--- src/design/ddoi_pkg.sv ---
`default_nettype none
package ddoi_pkg;
  localparam int CORDIC_STEPS_DEF = 16;
  localparam int CORDIC_TABLE_LEN = 24;
  localparam logic [31:0] CORDIC_GAIN = 32'd652032874;
  localparam logic [17:0] HEADING_COEF = 18'd174993;
  localparam logic [23:0] SCALE_RESET = 24'd88459;
  localparam logic [23:0] INV_TRACK_RESET = 24'd163840;
  localparam logic [0:0] REG_SCALE = 1'b0;
  localparam logic [0:0] REG_INV_TRACK = 1'b1;

  typedef enum logic [2:0] {
    OP_IDLE = 3'd0,
    OP_LOAD = 3'd1,
    OP_RATES = 3'd2,
    OP_ROTATE = 3'd3,
    OP_PROJECT = 3'd4,
    OP_SCALE = 3'd5,
    OP_DIVIDE = 3'd6,
    OP_COMMIT = 3'd7
  } op_t;

  typedef struct packed {
    op_t op;
    logic [4:0] step;
  } cmd_t;

  typedef struct packed {
    logic div_done;
  } status_t;

  function automatic logic [31:0] atan_entry(input logic [4:0] i);
    logic [31:0] v;
    begin
      case (i)
        5'd0: v = 32'd536870912;
        5'd1: v = 32'd316933406;
        5'd2: v = 32'd167458907;
        5'd3: v = 32'd85004756;
        5'd4: v = 32'd42667331;
        5'd5: v = 32'd21354465;
        5'd6: v = 32'd10679838;
        5'd7: v = 32'd5340245;
        5'd8: v = 32'd2670163;
        5'd9: v = 32'd1335087;
        5'd10: v = 32'd667544;
        5'd11: v = 32'd333772;
        5'd12: v = 32'd166886;
        5'd13: v = 32'd83443;
        5'd14: v = 32'd41722;
        5'd15: v = 32'd20861;
        5'd16: v = 32'd10430;
        5'd17: v = 32'd5215;
        5'd18: v = 32'd2608;
        5'd19: v = 32'd1304;
        5'd20: v = 32'd652;
        5'd21: v = 32'd326;
        5'd22: v = 32'd163;
        5'd23: v = 32'd81;
        default: v = 32'd0;
      endcase
      return v;
    end
  endfunction
endpackage
`default_nettype wire

--- src/design/ddoi_ctrl.sv ---
`default_nettype none
module ddoi_ctrl #(
  parameter int CORDIC_STEPS = ddoi_pkg::CORDIC_STEPS_DEF
) (
  input wire logic clk,
  input wire logic rst,
  input wire logic in_valid,
  output logic in_stall,
  output logic out_valid,
  input wire logic out_stall,
  input wire ddoi_pkg::status_t status,
  output ddoi_pkg::cmd_t cmd
);
  localparam int STEPS = (CORDIC_STEPS > ddoi_pkg::CORDIC_TABLE_LEN) ?
                         ddoi_pkg::CORDIC_TABLE_LEN : CORDIC_STEPS;
  localparam logic [4:0] LAST = 5'(STEPS - 1);

  typedef enum logic [6:0] {
    S_IDLE = 7'b0000001,
    S_RATES = 7'b0000010,
    S_ROT = 7'b0000100,
    S_PROJ = 7'b0001000,
    S_SCALE = 7'b0010000,
    S_DIV = 7'b0100000,
    S_COMMIT = 7'b1000000
  } state_t;

  state_t state, state_next;
  logic [4:0] step;
  logic out_busy;

  // result register still waiting on its transfer
  assign out_busy = out_valid && out_stall;
  assign in_stall = (state != S_IDLE);

  always_comb begin
    state_next = state;
    cmd.op = ddoi_pkg::OP_IDLE;
    cmd.step = step;
    case (state)
      S_IDLE: begin
        if (in_valid) begin
          cmd.op = ddoi_pkg::OP_LOAD;
          state_next = S_RATES;
        end
      end
      S_RATES: begin
        cmd.op = ddoi_pkg::OP_RATES;
        state_next = S_ROT;
      end
      S_ROT: begin
        cmd.op = ddoi_pkg::OP_ROTATE;
        if (step == LAST) state_next = S_PROJ;
      end
      S_PROJ: begin
        cmd.op = ddoi_pkg::OP_PROJECT;
        state_next = S_SCALE;
      end
      S_SCALE: begin
        cmd.op = ddoi_pkg::OP_SCALE;
        state_next = S_DIV;
      end
      S_DIV: begin
        cmd.op = ddoi_pkg::OP_DIVIDE;
        if (status.div_done) state_next = S_COMMIT;
      end
      S_COMMIT: begin
        if (!out_busy) begin
          cmd.op = ddoi_pkg::OP_COMMIT;
          state_next = S_IDLE;
        end
      end
      default: state_next = S_IDLE;
    endcase
  end

  always_ff @(posedge clk) begin
    if (rst) begin
      state <= S_IDLE;
      step <= '0;
      out_valid <= 1'b0;
    end else begin
      state <= state_next;
      if (state == S_ROT) step <= step + 5'd1;
      else step <= '0;
      if (state == S_COMMIT && !out_busy) out_valid <= 1'b1;
      else if (!out_stall) out_valid <= 1'b0;
    end
  end
endmodule
`default_nettype wire

--- config.mk ---
export PLATFORM = sky130hd
export DESIGN_NAME = ddoi_ctrl
export DESIGN_NICKNAME = d
export VERILOG_FILES = /design/src/design/ddoi_pkg.sv /design/src/design/ddoi_ctrl.sv
export SDC_FILE = /design/constraint.sdc
export NUM_CORES = 1
export LEC_CHECK = 0
export ABC_AREA = 1
export BUFFER_PORTS_ARGS = -buffer_cell sky130_fd_sc_hd__buf_2
export CORE_AREA = 2 2 39 41
export DETAILED_ROUTE_END_ITERATION = 16
export DIE_AREA = 0 0 41 43
export PLACE_DENSITY = 0.79
export SYNTH_ARGS = -nofsm -noshare
export SYNTH_HDL_FRONTEND = slang
export SYNTH_SLANG_ARGS = --single-unit
--- constraint.sdc ---
create_clock -name clk -period 3.47 [get_ports clk]
set_clock_uncertainty 0.2 [all_clocks]
set_input_delay 0 -clock clk [delete_from_list [all_inputs] [get_ports clk]]
set_output_delay 0 -clock clk [all_outputs]
set_load 0.05 [all_outputs]
---- After elaboration in Yosys (flattened, before gate mapping) ----
Index checks and enable logic that the tools add are counted.
cells by class
  add/sub/neg operators ................... 1
  reductions and logical operators ........ 5
  bitwise gates (word level) .............. 1
  mux-type cells .......................... 10
  equal/unequal tests ..................... 14
operators by type and width
  kind                 count
  $pmux 7 s7           1
  $mux 7               4
  $pmux 3 s7           1
  $ne 2x2->1 const B   4
  $eq 7x1->1 const B   1
  $eq 7x2->1 const B   1
  $eq 7x3->1 const B   1
  $eq 7x4->1 const B   1
  $eq 7x5->1 const B   1
  $eq 7x6->1 const B   1
  $eq 7x7->1 const B   1
  $ne 7x1->1 const B   1
  $add 5x1->5 const B  1
  $eq 5x4->1 const B   1
  $reduce_and 4->1     1
  $mux 1               3
  $mux 3               1
  $logic_and 1x1->1    2
  $ne 2x1->1 const B   1
  $reduce_or 2->1      1
  $logic_not 1->1      1
  $not 1->1            1
word-level totals
  register bits after elaboration ......... 13
  logic and storage cells ................. 34
  output and inout bits ................... 10
  input bits .............................. 5

---- Logic depth before layout (Yosys ltp) ----
  depth in word-level cells ............... 4
  depth in mapped cells ................... 10
  mapped depth without buffers ............ 10

---- Worst setup path after synthesis ----
No wires, ideal clock.
  kind .................................... register to register
  start point ............................. reg step[0]
  end point ............................... reg state[6]
  buffers on the path ..................... 0
  stages on the path, launching flop included .. 10
  library setup time ...................... 119 ps
  arrival ................................. 1607 ps
  required time ........................... 3151 ps
  setup slack ............................. 1544 ps
  cells stage by stage .................... dfxtp_1 > ha_1 > nand2_1 > nor2_1 > ha_1 > inv_1 > nand3_2 > nand2_2 > nor3b_1 > nor2_1
on the way
  word-level cells in the longest chain between the ends .. 3
ends and longest elaborated chain
  item                        RTL line         source
  start: declaration          ddoi_ctrl.sv:29  logic [4:0] step;
  start signal: assignment    ddoi_ctrl.sv:84  if (state == S_ROT) step <= step + 5'd1;
  $eq 5x4->1                  ddoi_ctrl.sv:53  if (step == LAST) state_next = S_PROJ;
  $ne 2x2->1 (no line)        --
  $reduce_and 4->1 (no line)  --
  end signal: assignment      ddoi_ctrl.sv:83  state <= state_next;
  end: declaration            ddoi_ctrl.sv:28  state_t state, state_next;
Every way passes these cells.
A chain may end at the register's enable or synchronous reset.

---- Worst setup path after layout ----
  start point ............................. reg state[2]
  end point ............................... reg out_valid
on the way
  word-level cells in the longest chain between the ends .. 3
  elaborated cells on any way between the ends .. 4
  classes of those cells .................. eq/ne: 2; mux: 1; reduce/logical: 1
ends and longest elaborated chain
  item                                            RTL line         source
  $eq 7x7->1 *                                    ddoi_ctrl.sv:86  if (state == S_COMMIT && !out_busy) out_valid <= 1'b1;
  $logic_and 1x1->1 *                             ddoi_ctrl.sv:86
  $ne 2x1->1 (no line) or $mux 1 (tied branches)  --
  end signal: assignment                          ddoi_ctrl.sv:81  out_valid <= 1'b0;
  end signal: assignment                          ddoi_ctrl.sv:86
  end signal: assignment                          ddoi_ctrl.sv:87  else if (!out_stall) out_valid <= 1'b0;
  end: declaration                                ddoi_ctrl.sv:9   output logic out_valid,
Every way passes the cells marked *; elsewhere a longest branch is shown, timed or not.

==> results.json <==
{
  "totalWireLength_microns": 1320,
  "synth-simple-area-share": 0.442,
  "startpoint_type": "flop",
  "fp.dieH_microns": 43,
  "fmax_mhz": 551,
  "arrival_ns": 1.83,
  "crit_path_end_kind": "flop",
  "grt_overflow": 0,
  "rows": 14,
  "core_sq_um": 1380,
  "cts_num_sinks": 13,
  "cts_resized": 0,
  "multi_input_area_sq_um": 353,
  "yosys.area_share.xor_xnor": 0.0129,
  "clk_pin_slew_worst_paths_ns": 0.09,
  "synth-compound-area-share": 0.0296,
  "yosysUniqueCellTypes": 21,
  "drt_first_pass_iters": 4,
  "required_ns": 3.49,
  "area_delta_synth_final_pct": 23.1,
  "post_dp_cell_area_sq_um": 767,
  "setup_violations": 0,
  "clk_path_buf_depth": 2,
  "post-route-drc-count": 0,
  "h-tree-depth": 1,
  "syn-cell-area_sq_um": 677,
  "diodes": 0,
  "outcome": "finished clean",
  "final_min_period_over_clock_period": 0.523,
  "cts_hold_buf": 4,
  "root_buffer": "clkbuf_4",
  "dpl_worst_slack_ns": 1.86,
  "routedWlPerCell_microns": 10.1,
  "final_cell_mix": "buf_2, nand2_1, nor2_1, dfxtp_1, inv_1",
  "vias": 631,
  "post-dp-hpwl_microns": 1000,
  "powerDensity_nw_per_um2": 658,
  "final-hold-violation-count": 0,
  "grt.total_usage": 0.178,
  "cts-buffers-inserted": 3,
  "cts_setup_buffers": 0,
  "clock_latency_ns": 0.27,
  "ys_seq_area_frac": 0.384,
  "layout_setup_ws_ns": 1.66,
  "grt_max_degree": 8,
  "nets": 123,
  "start_util": 0.489,
  "stdcell_area_sq_um": 833,
  "rsz0062_at_grt": "false",
  "drtIter0Drc": 14,
  "power.leakage_nw": 0.442,
  "holdCritPathClass": "primary input to flop",
  "setup_tns_ns": 0,
  "grt_pass1_vias": 546,
  "slew_headroom": 0.828,
  "tightest_slew_ns": 0.260,
  "final_common_cell": "buf_2",
  "die_w_microns": 41,
  "io_buffers": 14,
  "max-cap-violations": 0,
  "avgSynthCellArea_sq_um": 7.28,
  "dieArea_sq_um": 1760,
  "ant_nets": 0,
  "ys_seq_elements": 13,
  "boundaryPins": 15,
  "synthCells": 93,
  "synthMuxAreaShare": 0,
  "seq_area_sq_um": 260,
  "syn-num-nets": 100,
  "ir_drop_uv": 387,
  "place.gp.congestion": 0.850,
  "maxSlewViolCount": 0,
  "netlist.area_leader.share": 0.384,
  "yosys-top-cells-area": "dfxtp_1, nand2_1, nor2_1",
  "drive_above_1_share": 0.330,
  "p_total_mw": 0.548,
  "grt_pass1_wl_microns": 2180,
  "cts_tree": "done",
  "synth_adder_area_share": 0.0370,
  "synth_top_area_cell": "dfxtp_1",
  "criticalPathCategory": "flop to flop",
  "period_needed_ns": 1.81,
  "yosysWarnings": 0,
  "crit_path_max_fanout": 5,
  "synth_top_family_by_area": "simple AND/OR/NAND/NOR gates",
  "antenna_found_initial": 0,
  "n_fill_cell": 139,
  "vias_per_cell": 4.82
}
## layer usage
layer / share of wire / vias to the layer above / track usage / wire length (microns)
met5: 0 / - / 0 / 0
met4: 0.0068 / 0 / 0.0600 / 9
met3: 0.040 / 2 / 0.0314 / 53
met2: 0.50 / 13 / 0.269 / 658
met1: 0.45 / 277 / 0.249 / 596
li1: - / 339 / - / -
## state kept, by name, indices dropped and copies added (netlist names)
| signal | count |
|---|---|
| state | 7 |
| step | 5 |
| out_valid | 1 |
## cell usage after synthesis
| master | instances |
|---|---|
| ha_1 | 2 |
| nor3b_1 | 1 |
| dfxtp_1 | 13 |
| nor2_4 | 1 |
| o21ai_1 | 1 |
| nor2_2 | 3 |
| inv_1 | 10 |
| nand3b_2 | 1 |
| nand3_2 | 1 |
| nor3_1 | 2 |
| nor3b_2 | 1 |
| a21oi_1 | 3 |
| nand4_1 | 3 |
| nand2_2 | 6 |
| nor2_1 | 13 |
| nand3b_1 | 1 |
| nand3_1 | 9 |
| nand2_1 | 13 |
| inv_2 | 7 |
| nand2_4 | 1 |
| xor2_1 | 1 |
## worst paths after layout
kind                                             from                     end  slack [ns]  cells after the start
worst max register to register  state[2]$_SDFFE_PP0P_  out_valid$_SDFFE_PP0P_        1.66                      6
worst max-delay path            state[2]$_SDFFE_PP0P_  out_valid$_SDFFE_PP0P_        1.66                      6
worst min-delay path                        out_stall   state[6]$_SDFFE_PP0P_        0.08                      7
worst min register to register     step[0]$_SDFF_PP0_      step[0]$_SDFF_PP0_        0.27                      1
## per-stage QoR
stage / hold slack, ns / util / instances
detailed placement: 0.0306 / 0.554 / 123
global route: 0.152 / 0.602 / 131
global placement: 0.0388 / 0.554 / 123
floorplan: -0.131 / - / 93
finish: 0.0774 / 0.602 / 131
CTS: 0.0893 / 0.602 / 131
## worst max-delay path, cell delays in order, from the launching register on
cell,delay (ns)
dfxtp_1,0.33
inv_2,0.05
nand2_2,0.06
nor2_2,0.22
nand3_1,0.20
a21oi_1,0.16
dlygate4sd3_1,0.55
## power breakdown
part           switching (mW)  internal, mW
combinational           0.202        0.0732
clock                  0.0483        0.0444
sequential             0.0135         0.167
total                   0.263         0.285
## kinds of logic after synthesis
family / count (synthesis)
AO/OA/AOI/OAI: 4
XOR/XNOR: 1
adder cells (fa/ha/maj): 2
buffers and inverters: 17
flip-flops: 13
AND/OR/NAND/NOR: 56
## final cells by class
| class | instances | share of cell area |
|---|---|---|
| Clock buffer | 4 | 0.0315 |
| Timing Repair Buffer | 18 | 0.132 |
| Sequential cell | 13 | 0.312 |
| Tap cell | 16 | 0.0240 |
| Multi-Input combinational cell | 63 | 0.423 |
| Inverter | 17 | 0.0766 |
No activity file was read; power rests on OpenSTA's default activity.
